### config.mk
export PLATFORM = sky130hd
export DESIGN_NAME = memory_bit_decay_injector_unit
export DESIGN_NICKNAME = d
export VERILOG_FILES = /design/src/rtl/core/mbdi_pkg.sv /design/src/rtl/core/mbdi_xorshift.sv /design/src/rtl/core/mbdi_divider.sv /design/src/rtl/core/mbdi_offset_scaler.sv /design/src/rtl/core/memory_bit_decay_injector_unit.sv
export SDC_FILE = /design/constraint.sdc
export NUM_CORES = 2
export LEC_CHECK = 0
export BUFFER_PORTS_ARGS = -buffer_cell sky130_fd_sc_hd__clkbuf_2
export CAP_MARGIN = 40
export CORE_MARGIN = 10
export CORE_UTILIZATION = 55
export CTS_CLUSTER_SIZE = 16
export DETAILED_ROUTE_END_ITERATION = 10
export PLACE_DENSITY = 0.82
export SLEW_MARGIN = 20
export SYNTH_ARGS = -nofsm -noshare
export SYNTH_HDL_FRONTEND = slang
export SYNTH_SLANG_ARGS = --single-unit
### constraint.sdc
create_clock -name clk -period 4.51 [get_ports clk]
set_clock_uncertainty 0.1 [all_clocks]
set_input_delay 0.6765 -clock clk [delete_from_list [all_inputs] [get_ports clk]]
set_output_delay 0.6765 -clock clk [all_outputs]
set_load 0.005 [all_outputs]
### src/rtl/core/mbdi_pkg.sv
package mbdi_pkg;

    // Field and datapath widths
    localparam int POSITION_BITS = 16;
    localparam int BLOCK_W       = 16;
    localparam int OFFSET_W      = 14;
    localparam int COUNT_W       = 16;
    localparam int STATE_W       = 64;
    localparam int DRAW_W        = 63;
    localparam int CFG_INDEX_W   = 3;
    localparam int CFG_DATA_W    = 64;

    // Divider step counter width, one step per quotient bit
    localparam int DIV_CNT_W     = $clog2(POSITION_BITS + 1);

    // Scatter offset span and the widths that follow from it
    localparam int OFFSET_SPAN = 10000;
    localparam int SPAN_W      = $clog2(OFFSET_SPAN + 1);
    localparam int SPAN_IDX_W  = (SPAN_W > 1) ? $clog2(SPAN_W) : 1;
    localparam int PROD_W      = DRAW_W + SPAN_W;
    localparam logic [SPAN_W-1:0] SPAN_VEC = SPAN_W'(OFFSET_SPAN);

    // Generator and threshold constants
    localparam logic [STATE_W-1:0] SEED_RESET   = 64'd88172645463325252;
    localparam logic [DRAW_W-1:0]  Q63_MASK     = {DRAW_W{1'b1}};
    localparam logic [DRAW_W-1:0]  WRONG_RESET  = 63'd9223372036854776;
    localparam logic [COUNT_W-1:0] COUNT_MAX    = {COUNT_W{1'b1}};
    localparam logic [BLOCK_W-1:0] BLOCK_RESET  = 16'd256;

    // Opcodes
    localparam logic [1:0] OP_START  = 2'd0;
    localparam logic [1:0] OP_OFFSET = 2'd1;
    localparam logic [1:0] OP_BIT    = 2'd2;

    // Model modes
    localparam logic MODE_GROUND = 1'b0;
    localparam logic MODE_SIMPLE = 1'b1;

    // Configuration register indexes
    localparam logic [CFG_INDEX_W-1:0] REG_MODE      = 3'd0;
    localparam logic [CFG_INDEX_W-1:0] REG_SEED      = 3'd1;
    localparam logic [CFG_INDEX_W-1:0] REG_DECAY     = 3'd2;
    localparam logic [CFG_INDEX_W-1:0] REG_WRONG_DIR = 3'd3;
    localparam logic [CFG_INDEX_W-1:0] REG_KEEP      = 3'd4;
    localparam logic [CFG_INDEX_W-1:0] REG_ERROR     = 3'd5;
    localparam logic [CFG_INDEX_W-1:0] REG_BLOCK     = 3'd6;
    localparam logic [CFG_INDEX_W-1:0] REG_POL_EN    = 3'd7;

    typedef struct packed {
        logic [1:0]         opcode;
        logic               source_bit;
        logic [BLOCK_W-1:0] bit_position;
        logic               component_end;
    } item_t;

    typedef struct packed {
        logic                result_bit;
        logic                bit_known;
        logic                bit_flipped;
        logic                polarity_out;
        logic [OFFSET_W-1:0] offset_out;
        logic [COUNT_W-1:0]  flipped_total;
        logic [COUNT_W-1:0]  known_total;
    } result_t;

endpackage

### src/rtl/core/mbdi_xorshift.sv
// xorshift64 generator: one 13/7/17 step per cycle on request
module mbdi_xorshift
(
    input  logic                          clk,
    input  logic                          rst_n,
    input  logic                          load,
    input  logic [mbdi_pkg::STATE_W-1:0]  seed,
    input  logic                          step,
    output logic [mbdi_pkg::STATE_W-1:0]  state
);

    logic [mbdi_pkg::STATE_W-1:0] state_reg;
    logic [mbdi_pkg::STATE_W-1:0] state_next;
    logic [mbdi_pkg::STATE_W-1:0] s1;
    logic [mbdi_pkg::STATE_W-1:0] s2;
    logic [mbdi_pkg::STATE_W-1:0] s3;

    // One generator step
    always_comb
    begin
        s1 = state_reg ^ (state_reg << 13);
        s2 = s1 ^ (s1 >> 7);
        s3 = s2 ^ (s2 << 17);
        state_next = state_reg;
        if (load)
        begin
            state_next = seed;
        end
        else if (step)
        begin
            state_next = s3;
        end
    end

    always_ff @(posedge clk or negedge rst_n)
    begin
        if (!rst_n)
        begin
            state_reg <= mbdi_pkg::SEED_RESET;
        end
        else
        begin
            state_reg <= state_next;
        end
    end

    assign state = state_reg;

endmodule

### src/rtl/core/mbdi_divider.sv
// Restoring divider: one quotient bit per cycle
module mbdi_divider
(
    input  logic                                clk,
    input  logic                                rst_n,
    input  logic                                start,
    input  logic [mbdi_pkg::POSITION_BITS-1:0]  dividend,
    input  logic [mbdi_pkg::BLOCK_W-1:0]        divisor,
    output logic                                done,
    output logic [mbdi_pkg::POSITION_BITS-1:0]  quotient
);

    logic [mbdi_pkg::POSITION_BITS-1:0] quo_reg;
    logic [mbdi_pkg::POSITION_BITS-1:0] quo_next;
    logic [mbdi_pkg::BLOCK_W-1:0]       rem_reg;
    logic [mbdi_pkg::BLOCK_W-1:0]       rem_next;
    logic [mbdi_pkg::BLOCK_W-1:0]       div_reg;
    logic [mbdi_pkg::BLOCK_W-1:0]       div_next;
    logic [mbdi_pkg::DIV_CNT_W-1:0]     cnt_reg;
    logic [mbdi_pkg::DIV_CNT_W-1:0]     cnt_next;
    logic                               busy_reg;
    logic                               busy_next;
    logic                               done_reg;
    logic                               done_next;
    logic [mbdi_pkg::BLOCK_W:0]         trial;
    logic [mbdi_pkg::BLOCK_W:0]         diff;
    logic                               ge;

    // Shift in the next dividend bit and try a subtract
    always_comb
    begin
        trial     = {rem_reg, quo_reg[mbdi_pkg::POSITION_BITS-1]};
        diff      = trial - {1'b0, div_reg};
        ge        = (trial >= {1'b0, div_reg});
        quo_next  = quo_reg;
        rem_next  = rem_reg;
        div_next  = div_reg;
        cnt_next  = cnt_reg;
        busy_next = busy_reg;
        done_next = 1'b0;
        if (start)
        begin
            quo_next  = dividend;
            rem_next  = '0;
            div_next  = divisor;
            cnt_next  = mbdi_pkg::DIV_CNT_W'(mbdi_pkg::POSITION_BITS);
            busy_next = 1'b1;
        end
        else if (busy_reg)
        begin
            quo_next = {quo_reg[mbdi_pkg::POSITION_BITS-2:0], ge};
            rem_next = ge ? diff[mbdi_pkg::BLOCK_W-1:0] : trial[mbdi_pkg::BLOCK_W-1:0];
            cnt_next = cnt_reg - 1'b1;
            if (cnt_reg == mbdi_pkg::DIV_CNT_W'(1))
            begin
                busy_next = 1'b0;
                done_next = 1'b1;
            end
        end
    end

    always_ff @(posedge clk or negedge rst_n)
    begin
        if (!rst_n)
        begin
            busy_reg <= 1'b0;
            done_reg <= 1'b0;
            cnt_reg  <= '0;
        end
        else
        begin
            busy_reg <= busy_next;
            done_reg <= done_next;
            cnt_reg  <= cnt_next;
        end
    end

    always_ff @(posedge clk)
    begin
        quo_reg <= quo_next;
        rem_reg <= rem_next;
        div_reg <= div_next;
    end

    assign done     = done_reg;
    assign quotient = quo_reg;

endmodule

### src/rtl/core/mbdi_offset_scaler.sv
// Scatter offset: floor(r * span / (2^63 - 1)) by shift-add, then one correction step
module mbdi_offset_scaler
(
    input  logic                                clk,
    input  logic                                rst_n,
    input  logic                                start,
    input  logic [mbdi_pkg::DRAW_W-1:0]         draw,
    output logic                                done,
    output logic [mbdi_pkg::OFFSET_W-1:0]       offset
);

    logic [mbdi_pkg::DRAW_W-1:0]     mcand_reg;
    logic [mbdi_pkg::DRAW_W-1:0]     mcand_next;
    logic [mbdi_pkg::PROD_W-1:0]     acc_reg;
    logic [mbdi_pkg::PROD_W-1:0]     acc_next;
    logic [mbdi_pkg::SPAN_IDX_W-1:0] cnt_reg;
    logic [mbdi_pkg::SPAN_IDX_W-1:0] cnt_next;
    logic                            busy_reg;
    logic                            busy_next;
    logic                            fix_reg;
    logic                            fix_next;
    logic                            done_reg;
    logic                            done_next;
    logic [mbdi_pkg::SPAN_W:0]       q_reg;
    logic [mbdi_pkg::SPAN_W:0]       q_next;
    logic [mbdi_pkg::SPAN_W-1:0]     hi;
    logic [mbdi_pkg::DRAW_W:0]       lo_sum;

    // P = a * 2^63 + b = a * (2^63 - 1) + (a + b), with a + b below twice the divisor
    always_comb
    begin
        hi         = acc_reg[mbdi_pkg::PROD_W-1:mbdi_pkg::DRAW_W];
        lo_sum     = {1'b0, acc_reg[mbdi_pkg::DRAW_W-1:0]}
                   + (mbdi_pkg::DRAW_W + 1)'(hi);
        mcand_next = mcand_reg;
        acc_next   = acc_reg;
        cnt_next   = cnt_reg;
        busy_next  = busy_reg;
        fix_next   = 1'b0;
        done_next  = 1'b0;
        q_next     = q_reg;
        if (start)
        begin
            mcand_next = draw;
            acc_next   = '0;
            cnt_next   = mbdi_pkg::SPAN_IDX_W'(mbdi_pkg::SPAN_W - 1);
            busy_next  = 1'b1;
        end
        else if (busy_reg)
        begin
            acc_next = (acc_reg << 1)
                     + (mbdi_pkg::SPAN_VEC[cnt_reg] ? mbdi_pkg::PROD_W'(mcand_reg)
                                                    : '0);
            if (cnt_reg == '0)
            begin
                busy_next = 1'b0;
                fix_next  = 1'b1;
            end
            else
            begin
                cnt_next = cnt_reg - 1'b1;
            end
        end
        else if (fix_reg)
        begin
            q_next    = (mbdi_pkg::SPAN_W + 1)'(hi)
                      + ((lo_sum >= {1'b0, mbdi_pkg::Q63_MASK}) ? 1'b1 : 1'b0);
            done_next = 1'b1;
        end
    end

    always_ff @(posedge clk or negedge rst_n)
    begin
        if (!rst_n)
        begin
            busy_reg <= 1'b0;
            fix_reg  <= 1'b0;
            done_reg <= 1'b0;
            cnt_reg  <= '0;
        end
        else
        begin
            busy_reg <= busy_next;
            fix_reg  <= fix_next;
            done_reg <= done_next;
            cnt_reg  <= cnt_next;
        end
    end

    always_ff @(posedge clk)
    begin
        mcand_reg <= mcand_next;
        acc_reg   <= acc_next;
        q_reg     <= q_next;
    end

    assign done   = done_reg;
    assign offset = mbdi_pkg::OFFSET_W'(q_reg);

endmodule

### src/rtl/core/memory_bit_decay_injector_unit.sv
// Sequence from transfer in to result valid: a ground-mode bit runs the divider for the
// block index, then draw, compare, finish; a simple-mode bit takes one or two draws; an
// offset draw runs the 14-step shift-add multiplier plus one correction step; start makes
// one draw or goes straight to finish, and an idle opcode goes to finish. One item at a time:
// the next transfer is taken the cycle after the result is registered.
// Reset (async, active low) loads register defaults, the default seed and clears counters.
module memory_bit_decay_injector_unit
(
    input  logic                                  clk,
    input  logic                                  rst_n,
    input  logic                                  item_valid,
    output logic                                  item_ready,
    input  mbdi_pkg::item_t                       item,
    output logic                                  result_valid,
    input  logic                                  result_ready,
    output mbdi_pkg::result_t                     result,
    input  logic                                  wr_en,
    input  logic [mbdi_pkg::CFG_INDEX_W-1:0]      wr_index,
    input  logic [mbdi_pkg::CFG_DATA_W-1:0]       wr_data
);

    typedef enum logic [5:0] {
        ST_IDLE = 6'b000001,
        ST_DIV  = 6'b000010,
        ST_DRAW = 6'b000100,
        ST_CMP  = 6'b001000,
        ST_MUL  = 6'b010000,
        ST_FIN  = 6'b100000
    } state_t;

    // Configuration registers
    logic                              mode_reg;
    logic [mbdi_pkg::STATE_W-1:0]      seed_reg;
    logic [mbdi_pkg::DRAW_W-1:0]       decay_reg;
    logic [mbdi_pkg::DRAW_W-1:0]       wrong_reg;
    logic [mbdi_pkg::DRAW_W-1:0]       keep_reg;
    logic [mbdi_pkg::DRAW_W-1:0]       error_reg;
    logic [mbdi_pkg::BLOCK_W-1:0]      block_reg;
    logic                              pol_en_reg;

    // Sequencer and working state
    state_t                            state_reg;
    state_t                            state_next;
    mbdi_pkg::item_t                   item_reg;
    mbdi_pkg::item_t                   item_next;
    logic                              pol_reg;
    logic                              pol_next;
    logic [mbdi_pkg::COUNT_W-1:0]      flip_cnt_reg;
    logic [mbdi_pkg::COUNT_W-1:0]      flip_cnt_next;
    logic [mbdi_pkg::COUNT_W-1:0]      known_cnt_reg;
    logic [mbdi_pkg::COUNT_W-1:0]      known_cnt_next;
    logic                              res_reg;
    logic                              res_next;
    logic                              known_reg;
    logic                              known_next;
    logic                              gs_reg;
    logic                              gs_next;
    logic                              second_reg;
    logic                              second_next;
    logic                              out_valid_reg;
    logic                              out_valid_next;
    mbdi_pkg::result_t                 out_reg;
    mbdi_pkg::result_t                 out_next;

    // Shared unit controls
    logic                              gen_load;
    logic                              gen_step;
    logic [mbdi_pkg::STATE_W-1:0]      gen_seed;
    logic [mbdi_pkg::STATE_W-1:0]      gen_state;
    logic [mbdi_pkg::DRAW_W-1:0]       draw_r;
    logic                              div_start;
    logic                              div_done;
    logic [mbdi_pkg::POSITION_BITS-1:0] div_q;
    logic [mbdi_pkg::BLOCK_W-1:0]      divisor;
    logic                              mul_start;
    logic                              mul_done;
    logic [mbdi_pkg::OFFSET_W-1:0]     mul_offset;
    logic [mbdi_pkg::DRAW_W-1:0]       thr;
    logic                              hit;
    logic                              is_bit;
    logic                              flipped;
    logic [mbdi_pkg::COUNT_W-1:0]      flip_sum;
    logic [mbdi_pkg::COUNT_W-1:0]      known_sum;

    assign draw_r   = gen_state[mbdi_pkg::DRAW_W-1:0];
    assign gen_seed = (seed_reg != '0) ? seed_reg : mbdi_pkg::SEED_RESET;
    assign divisor  = (block_reg != '0) ? block_reg : mbdi_pkg::BLOCK_W'(1);

    mbdi_xorshift u_gen
    (
        .clk   (clk),
        .rst_n (rst_n),
        .load  (gen_load),
        .seed  (gen_seed),
        .step  (gen_step),
        .state (gen_state)
    );

    mbdi_divider u_div
    (
        .clk      (clk),
        .rst_n    (rst_n),
        .start    (div_start),
        .dividend (mbdi_pkg::POSITION_BITS'(item.bit_position)),
        .divisor  (divisor),
        .done     (div_done),
        .quotient (div_q)
    );

    mbdi_offset_scaler u_scale
    (
        .clk    (clk),
        .rst_n  (rst_n),
        .start  (mul_start),
        .draw   (draw_r),
        .done   (mul_done),
        .offset (mul_offset)
    );

    // Configuration writes
    always_ff @(posedge clk or negedge rst_n)
    begin
        if (!rst_n)
        begin
            mode_reg   <= mbdi_pkg::MODE_GROUND;
            seed_reg   <= mbdi_pkg::SEED_RESET;
            decay_reg  <= '0;
            wrong_reg  <= mbdi_pkg::WRONG_RESET;
            keep_reg   <= '0;
            error_reg  <= '0;
            block_reg  <= mbdi_pkg::BLOCK_RESET;
            pol_en_reg <= 1'b1;
        end
        else if (wr_en)
        begin
            case (wr_index)
                mbdi_pkg::REG_MODE:      mode_reg   <= wr_data[0];
                mbdi_pkg::REG_SEED:      seed_reg   <= wr_data;
                mbdi_pkg::REG_DECAY:     decay_reg  <= wr_data[mbdi_pkg::DRAW_W-1:0];
                mbdi_pkg::REG_WRONG_DIR: wrong_reg  <= wr_data[mbdi_pkg::DRAW_W-1:0];
                mbdi_pkg::REG_KEEP:      keep_reg   <= wr_data[mbdi_pkg::DRAW_W-1:0];
                mbdi_pkg::REG_ERROR:     error_reg  <= wr_data[mbdi_pkg::DRAW_W-1:0];
                mbdi_pkg::REG_BLOCK:     block_reg  <= wr_data[mbdi_pkg::BLOCK_W-1:0];
                mbdi_pkg::REG_POL_EN:    pol_en_reg <= wr_data[0];
                default:                 ;
            endcase
        end
    end

    // Threshold for the current draw and the compare
    always_comb
    begin
        if (mode_reg == mbdi_pkg::MODE_GROUND)
        begin
            thr = (item_reg.source_bit != gs_reg) ? decay_reg : wrong_reg;
        end
        else
        begin
            thr = second_reg ? error_reg : keep_reg;
        end
        hit = (draw_r < thr);
    end

    // Result fields and saturating counters
    always_comb
    begin
        is_bit    = (item_reg.opcode == mbdi_pkg::OP_BIT);
        flipped   = is_bit & (res_reg ^ item_reg.source_bit);
        flip_sum  = flip_cnt_reg
                  + ((flipped && flip_cnt_reg != mbdi_pkg::COUNT_MAX) ? 1'b1 : 1'b0);
        known_sum = known_cnt_reg
                  + ((known_reg && known_cnt_reg != mbdi_pkg::COUNT_MAX) ? 1'b1 : 1'b0);
    end

    // Sequencer
    always_comb
    begin
        state_next     = state_reg;
        item_next      = item_reg;
        pol_next       = pol_reg;
        flip_cnt_next  = flip_cnt_reg;
        known_cnt_next = known_cnt_reg;
        res_next       = res_reg;
        known_next     = known_reg;
        gs_next        = gs_reg;
        second_next    = second_reg;
        out_valid_next = out_valid_reg;
        out_next       = out_reg;
        gen_load       = 1'b0;
        gen_step       = 1'b0;
        div_start      = 1'b0;
        mul_start      = 1'b0;

        if (out_valid_reg && result_ready)
        begin
            out_valid_next = 1'b0;
        end

        case (state_reg)
            ST_IDLE:
            begin
                if (item_valid)
                begin
                    item_next   = item;
                    res_next    = 1'b0;
                    known_next  = 1'b0;
                    second_next = 1'b0;
                    case (item.opcode)
                        mbdi_pkg::OP_START:
                        begin
                            gen_load = 1'b1;
                            pol_next = 1'b0;
                            if (mode_reg == mbdi_pkg::MODE_GROUND && pol_en_reg)
                            begin
                                state_next = ST_DRAW;
                            end
                            else
                            begin
                                state_next = ST_FIN;
                            end
                        end
                        mbdi_pkg::OP_OFFSET:
                        begin
                            state_next = ST_DRAW;
                        end
                        mbdi_pkg::OP_BIT:
                        begin
                            res_next = item.source_bit;
                            if (mode_reg == mbdi_pkg::MODE_GROUND)
                            begin
                                div_start  = 1'b1;
                                state_next = ST_DIV;
                            end
                            else
                            begin
                                state_next = ST_DRAW;
                            end
                        end
                        default:
                        begin
                            state_next = ST_FIN;
                        end
                    endcase
                end
            end
            ST_DIV:
            begin
                // ground state is the block index parity plus the held polarity
                if (div_done)
                begin
                    gs_next    = div_q[0] ^ pol_reg;
                    state_next = ST_DRAW;
                end
            end
            ST_DRAW:
            begin
                gen_step   = 1'b1;
                state_next = ST_CMP;
            end
            ST_CMP:
            begin
                case (item_reg.opcode)
                    mbdi_pkg::OP_START:
                    begin
                        pol_next   = ~draw_r[mbdi_pkg::DRAW_W-1];
                        state_next = ST_FIN;
                    end
                    mbdi_pkg::OP_OFFSET:
                    begin
                        mul_start  = 1'b1;
                        state_next = ST_MUL;
                    end
                    mbdi_pkg::OP_BIT:
                    begin
                        if (mode_reg == mbdi_pkg::MODE_GROUND)
                        begin
                            // either direction of a hit inverts the source bit
                            res_next   = hit ? ~item_reg.source_bit : item_reg.source_bit;
                            known_next = (hit ? ~item_reg.source_bit : item_reg.source_bit)
                                       ^ gs_reg;
                            state_next = ST_FIN;
                        end
                        else if (!second_reg)
                        begin
                            if (hit)
                            begin
                                known_next  = 1'b1;
                                second_next = 1'b1;
                                state_next  = ST_DRAW;
                            end
                            else
                            begin
                                state_next = ST_FIN;
                            end
                        end
                        else
                        begin
                            if (hit)
                            begin
                                res_next = ~item_reg.source_bit;
                            end
                            state_next = ST_FIN;
                        end
                    end
                    default:
                    begin
                        state_next = ST_FIN;
                    end
                endcase
            end
            ST_MUL:
            begin
                if (mul_done)
                begin
                    state_next = ST_FIN;
                end
            end
            ST_FIN:
            begin
                // load the output register once it is free
                if (!out_valid_reg || result_ready)
                begin
                    out_valid_next        = 1'b1;
                    out_next.result_bit   = res_reg;
                    out_next.bit_known    = known_reg;
                    out_next.bit_flipped  = flipped;
                    out_next.polarity_out = pol_reg;
                    out_next.offset_out   = (item_reg.opcode == mbdi_pkg::OP_OFFSET)
                                          ? mul_offset : '0;
                    if (item_reg.opcode == mbdi_pkg::OP_START)
                    begin
                        out_next.flipped_total = '0;
                        out_next.known_total   = '0;
                        flip_cnt_next          = '0;
                        known_cnt_next         = '0;
                    end
                    else if (is_bit)
                    begin
                        out_next.flipped_total = flip_sum;
                        out_next.known_total   = known_sum;
                        flip_cnt_next  = item_reg.component_end ? '0 : flip_sum;
                        known_cnt_next = item_reg.component_end ? '0 : known_sum;
                    end
                    else
                    begin
                        out_next.flipped_total = flip_cnt_reg;
                        out_next.known_total   = known_cnt_reg;
                    end
                    state_next = ST_IDLE;
                end
            end
            default:
            begin
                state_next = ST_IDLE;
            end
        endcase
    end

    always_ff @(posedge clk or negedge rst_n)
    begin
        if (!rst_n)
        begin
            state_reg     <= ST_IDLE;
            pol_reg       <= 1'b0;
            flip_cnt_reg  <= '0;
            known_cnt_reg <= '0;
            second_reg    <= 1'b0;
            out_valid_reg <= 1'b0;
        end
        else
        begin
            state_reg     <= state_next;
            pol_reg       <= pol_next;
            flip_cnt_reg  <= flip_cnt_next;
            known_cnt_reg <= known_cnt_next;
            second_reg    <= second_next;
            out_valid_reg <= out_valid_next;
        end
    end

    always_ff @(posedge clk)
    begin
        item_reg  <= item_next;
        res_reg   <= res_next;
        known_reg <= known_next;
        gs_reg    <= gs_next;
        out_reg   <= out_next;
    end

    assign item_ready   = (state_reg == ST_IDLE);
    assign result_valid = out_valid_reg;
    assign result       = out_reg;

endmodule
# Word level (Yosys, flattened, before mapping)
# Memory sizes are Yosys's and may differ from the RTL's.
# Index checks and enable logic that the tools add are counted.
[word_totals]
output_inout_bits = 52
romBits = 16
wordCells = 224
regBits = 712
in_bits = 92
n_memories = 1
[mem_list]
columns = ["memory", "words", "word_bits", "read_ports", "rd_ports_with_merged_regs", "wr", "line_no", "text"]
rows = [
  ["(no name shown)", 16, 1, 1, 0, 0, "mbdi_offset_scaler.sv:52", "+ (mbdi_pkg::SPAN_VEC[cnt_reg] ? mbdi_pkg::PROD_W'(mcand_reg)"],
]
[classes]
n_lt_le_gt_ge = 4
add_sub_neg = 8
muxes = 89
n_reduce_logical = 36
eq_ne = 33
bitwise_logic = 12
[op_table]
columns = ["op", "n"]
rows = [
  ["63-bit 2-to-1 mux", 4],
  ["64-bit 2-to-1 mux", 3],
  ["16-bit 2-to-1 mux", 9],
  ["64-bit XOR", 2],
  ["77-bit adder", 1],
  ["63-bit by 14-bit adder with 64-bit output", 1],
  ["64-bit by 63-bit >= comparator with 1-bit output, second input constant", 1],
  ["64-bit nonzero test", 1],
  ["64-bit by 57-bit XOR with 64-bit output", 1],
  ["63-bit < comparator", 1],
  ["1-bit 2-to-1 mux", 51],
  ["6-bit 2-to-1 mux", 8],
  ["6-bit one-hot mux with 6 select lines", 1],
  ["16-bit by 1-bit adder with 16-bit output", 2],
  ["32-bit 2-to-1 mux", 1],
  ["16-bit inequality test, second input constant", 2],
  ["2-bit AND reduction", 12],
  ["6-bit one-hot mux with 3 select lines", 1],
  ["17-bit by 16-bit >= comparator with 1-bit output", 1],
  ["16-bit nonzero test", 1],
  ["16-bit subtractor", 1],
  ["14-bit by 1-bit adder with 14-bit output", 1],
  ["3-bit == test, second input constant", 4],
  ["4-bit 2-to-1 mux", 3],
  ["35 further kinds", 69],
]

# Logic depth before layout (Yosys ltp)
[logic_depth]
word_depth = 9
depth_mapped = 20
mapped_depth_nobuf = 19

# Modules after synthesis
# Synthesis repeated with hierarchy kept, for this count alone.
[unflattened]
hier_cells = 3848
area_unflattened_um2 = 41123.2
[modules_own_cells]
columns = ["mod", "instances", "seq_area_each_um2", "cells_each", "area_each_um2"]
rows = [
  ["memory_bit_decay_injector_unit", 1, 11169.5, 1749, 21282.9],
  ["mbdi_offset_scaler", 1, 4028.9, 1344, 11622.4],
  ["mbdi_xorshift", 1, 1637.8, 474, 5191.2],
  ["mbdi_divider", 1, 1456.4, 281, 3026.7],
]

# Least setup slack after synthesis
# Ideal clock, no wire load.
[synth_path]
kind = "register to register"
from = "register state_reg[1]"
to = "register flip_cnt_reg[13] (netlist bit)"
setup_ns = 0.110
period_less_slack_ns = 4.592
required_time_ns = 4.300
path_buffers = 1
t_arrival_ns = 4.382
slack_ns = -0.082
path_stages_with_launch = 7
cell_sequence = "dfrtp_1 -> nor4_1 -> nand3b_1 -> nor2b_1 -> nand3_1 -> clkbuf_1 -> o41ai_1"
[synth_via]
elab_chain_cells = 2
[synth_lines]
columns = ["item", "line_no", "text"]
rows = [
  ["start, declared", "memory_bit_decay_injector_unit.sv:42", "state_t state_reg;"],
  ["start signal, assigned", "memory_bit_decay_injector_unit.sv:372", "state_reg <= state_next;"],
  ["6-bit == test", "memory_bit_decay_injector_unit.sv:199", "case (state_reg)"],
  ["3-bit AND reduction (no source line)", "n/a", ""],
  ["end signal, assigned", "memory_bit_decay_injector_unit.sv:374", "flip_cnt_reg <= flip_cnt_next;"],
  ["end, declared", "memory_bit_decay_injector_unit.sv:48", "logic [mbdi_pkg::COUNT_W-1:0] flip_cnt_reg;"],
]
# No other way between the ends.
# A chain may end at the register's enable or synchronous reset.

# Worst setup path after layout
[layout_path]
from = "register item_reg[17] (netlist bit)"
to = "register res_reg (data pin)"
[layout_via]
elab_chain_cells = 8
elab_cells_between_ends = 11
cone_classes = "order compare (1); eq/ne (1); mux (8); bitwise (1)"
[layout_lines]
columns = ["item", "line_no", "text"]
rows = [
  ["start, declared", "memory_bit_decay_injector_unit.sv:44", "mbdi_pkg::item_t item_reg;"],
  ["start signal, assigned", "memory_bit_decay_injector_unit.sv:383", "item_reg <= item_next;"],
  ["1-bit inequality test", "memory_bit_decay_injector_unit.sv:155", "thr = (item_reg.source_bit != gs_reg) ? decay_reg : wrong_reg;"],
  ["63-bit 2-to-1 mux", "memory_bit_decay_injector_unit.sv:155", ""],
  ["63-bit 2-to-1 mux", "memory_bit_decay_injector_unit.sv:153", "if (mode_reg == mbdi_pkg::MODE_GROUND)"],
  ["63-bit < comparator", "memory_bit_decay_injector_unit.sv:161", "hit = (draw_r < thr);"],
  ["1-bit 2-to-1 mux", "memory_bit_decay_injector_unit.sv:278", "res_next = hit ? ~item_reg.source_bit : item_reg.source_bit;"],
  ["1-bit 2-to-1 mux *", "memory_bit_decay_injector_unit.sv:275", "if (mode_reg == mbdi_pkg::MODE_GROUND)"],
  ["1-bit 2-to-1 mux *", "memory_bit_decay_injector_unit.sv:262", "case (item_reg.opcode)"],
  ["1-bit one-hot mux with 2 select lines *", "memory_bit_decay_injector_unit.sv:199", ""],
  ["via res_next", "memory_bit_decay_injector_unit.sv:53", "logic res_next;"],
  ["end signal, assigned", "memory_bit_decay_injector_unit.sv:384", "res_reg <= res_next;"],
  ["end, declared", "memory_bit_decay_injector_unit.sv:52", "logic res_reg;"],
]
# The timed path passes the listed nets; every way through them passes the cells marked *. The select of a mux whose other input is x is not followed.

==> impl_metrics.ini <==
[drt]
via_per_inst = 6.15
wl_um = 110000
drtAntennaViolNets = 0
avgRoutedWirePerCell_um = 22.0
drtPass1Iterations = 6
drc = 0
route.vias.total = 30700
drtIter0Drc = 2882

[worst_hold_path]
hold_class = input pin to async pin

[layout]
final_nets = 4238
num-fill-cells = 5460
finalCoreUtilization = 0.633
area_growth_pct = 14.0
largest_reg_flops = 77
drive_above_1_share = 0.247
final_common_cell = mux2_2
finalInstanceArea_mm2 = 0.0453
seq_area_mm2 = 0.0183
multi_input_area_mm2 = 0.0207
final_cell_mix = mux2_2, dfrtp_1, nand2_1

[setup_path]
crit_slowest_cell = edfxtp_1
path_cells = xor2_4 -> buf_12 -> buf_6 -> mux2_2 -> o21ai_0 -> ha_1 -> o2111ai_1 -> a2111oi_4 -> a211oi_2 -> a21oi_4 -> nor2_1 -> or3_1 -> a31o_2
cp_max_fo = 14
worstPathArrival_ps = 4870
critPathRequiredTime_ps = 4790
r2r_cells = 13
start_kind = register
worstSetupEndpointType = register
cp_top_family = compound AO/OA/AOI/OAI gates
cp.buffers_inverters = 2
critPathMaxStageDelay_ps = 480
path_class = register to register
critical_path_depth = 13

[clock_tree]
numClockSinks = 712
cts_buffer_depth = 3
cts_tree = done
cts_max_level = 3
root_buffer = clkbuf_16
clk_pin_slew_worst_paths_ps = 60
clk_latency_ps = 650
cts_made_buffers = 76

[yosys]
synth_cell_types = 92
synth_compound_area_frac = 0.115
ys.flop_type = dfrtp_1
syn_area_mm2 = 0.0398
async_flop_share = 0.636
synth_edf_count = 166
ys.warnings.count = 0
synth.net_count = 4076
ys_seq_area_frac = 0.460
synth_adder_area_share = 0.0544
netlist.top_cell.by_area = dfrtp_1
yosys.area.top_type_share = 0.230
syn_avg_cell_area_um2 = 10.4
yosys-top-cells-area = dfrtp_1, edfxtp_1, mux2_2
yosys.area_share.simple = 0.123
synth_top_family_by_area = multiplexers
synth.mux.area_fraction = 0.142
synth-xor-area-share = 0.0760
ys_ff_latch = 712
syn_inst = 3813

[timing]
fmax_mhz = 218
slew_headroom = 0.385
setup-violations-final = 1
slew_violations = 0
fin_ws_ps = -81.2
timing_hold_violations_final = 0
period_needed_ps = 4590
tightest_slew_ps = 922
min_period_over_period = 1.02

[die]
start_util = 0.555
die_area_mm2 = 0.0835
io_pins = 144
rows = 98
dieHeight_um = 289
die_x_um = 289
floorplan.core_area_mm2 = 0.0716

[placed_design]
io_buffers = 143
place_area_mm2 = 0.0422
hpwl_um = 76800
place_congestion = 1.02

[global_route]
grt_max_degree = 111
grt_pass1_vias = 30700
grt_pass1_wl_um = 170000
grt_use_total = 0.254
grt_overflow = 0
antenna_found_initial = 4

[status]
violations = setup timing
outcome = complete, but fails checks

[pwr]
power_uw = 29100
p_per_area_mw_per_mm2 = 643
leakage_uw = 0.0185
ir_worst_vdd_uv = 432

[flow_run]
maxCapViolations = 0
-- routing by layer --
| layer | track usage | routed length (um) |
|---|---|---|
| met1 | 0.326 | 44300 |
| met4 | 0.120 | 5760 |
| met2 | 0.415 | 51300 |
| met3 | 0.0442 | 8390 |
| met5 | 0 | 29 |
-- cell usage after synthesis (all sizes together) (8+ instances only) --
cell and count:
buf 38, nand3b 12, mux2 398, dfxtp 93, nor2b 18, nand4 60
or3 18, xnor2 236, dfstp 88, xor2 108, a21oi 208, and3 37
o21a 16, nand3 64, o22ai 20, a211oi 32, clkbuf 193, and4 11
nor4 33, o21ai 249, edfxtp 166, a221oi 8, o21bai 17, ha 168
nor3 65, inv 75, nor3b 9, nand2 327, a31oi 34, nor2 251
nand2b 16, o211ai 14, dfrtp 365, mux2i 115, a21o 65, and2 83
-- kinds of logic after synthesis --
| kind of cell | after synthesis |
|---|---|
| xor gates and xnor gates | 344 |
| muxes | 513 |
| and+or+nand+nor | 1024 |
| adders and majority gates | 171 |
| DFF | 712 |
| buffers and inverters | 307 |
| AOI/OAI and AO/OA | 742 |
-- layout make-up --
cell class	instances	area share
clock buffer	110	0.0473
inverter	76	0.00635
antenna	2	0.000110
sequential	712	0.404
timing repair buffer	315	0.0508
tap	950	0.0262
multi-input combinational	2794	0.456
clock inverter	32	0.00927
-- where the power goes --
part,switching (uW),leakage [uW],internal (uW),total (uW)
combinational,6630,0.00956,5640,12300
clock,2720,0.00124,3750,6470
sequential,1960,0.00767,8440,10400
-- final timing paths --
kind | startpoint | slack [ps] | endpoint
setup / recovery | item_reg[17] | -80 | res_reg
setup reg to reg | item_reg[17] | -80 | res_reg
min in group clk | item_valid | 140 | state_reg[0]
hold / removal | rst_n | 6 | keep_reg[21]
max in group asynchronous | rst_n | 3250 | seed_reg[39]
hold reg to reg | block_reg[15] | 370 | u_div.div_reg[15]
-- through the flow --
stage	hold slack, ps	cells	setup TNS [ps]	setup WS, ps
finish	5.92	4991	-81.2	-81.2
global route	77.2	4989	-619	-142
CTS	40.8	4974	0	19.5
detailed placement	366	4831	-262	-78.7
global placement	355	4826	-30.6	-30.6
floorplan	281	3813	0	85.0
-- timing repair --
action                                 4_1_cts  5_1_grt
buffers inserted                             1       10
cloned                                       0        2
endpoints found under the hold margin        0        0
resized for setup                            5       76
pin swaps                                    3       24
hold buffers                                 0        0
setup endpoints to repair                   10       47
Power figures use the tool's default switching activity.
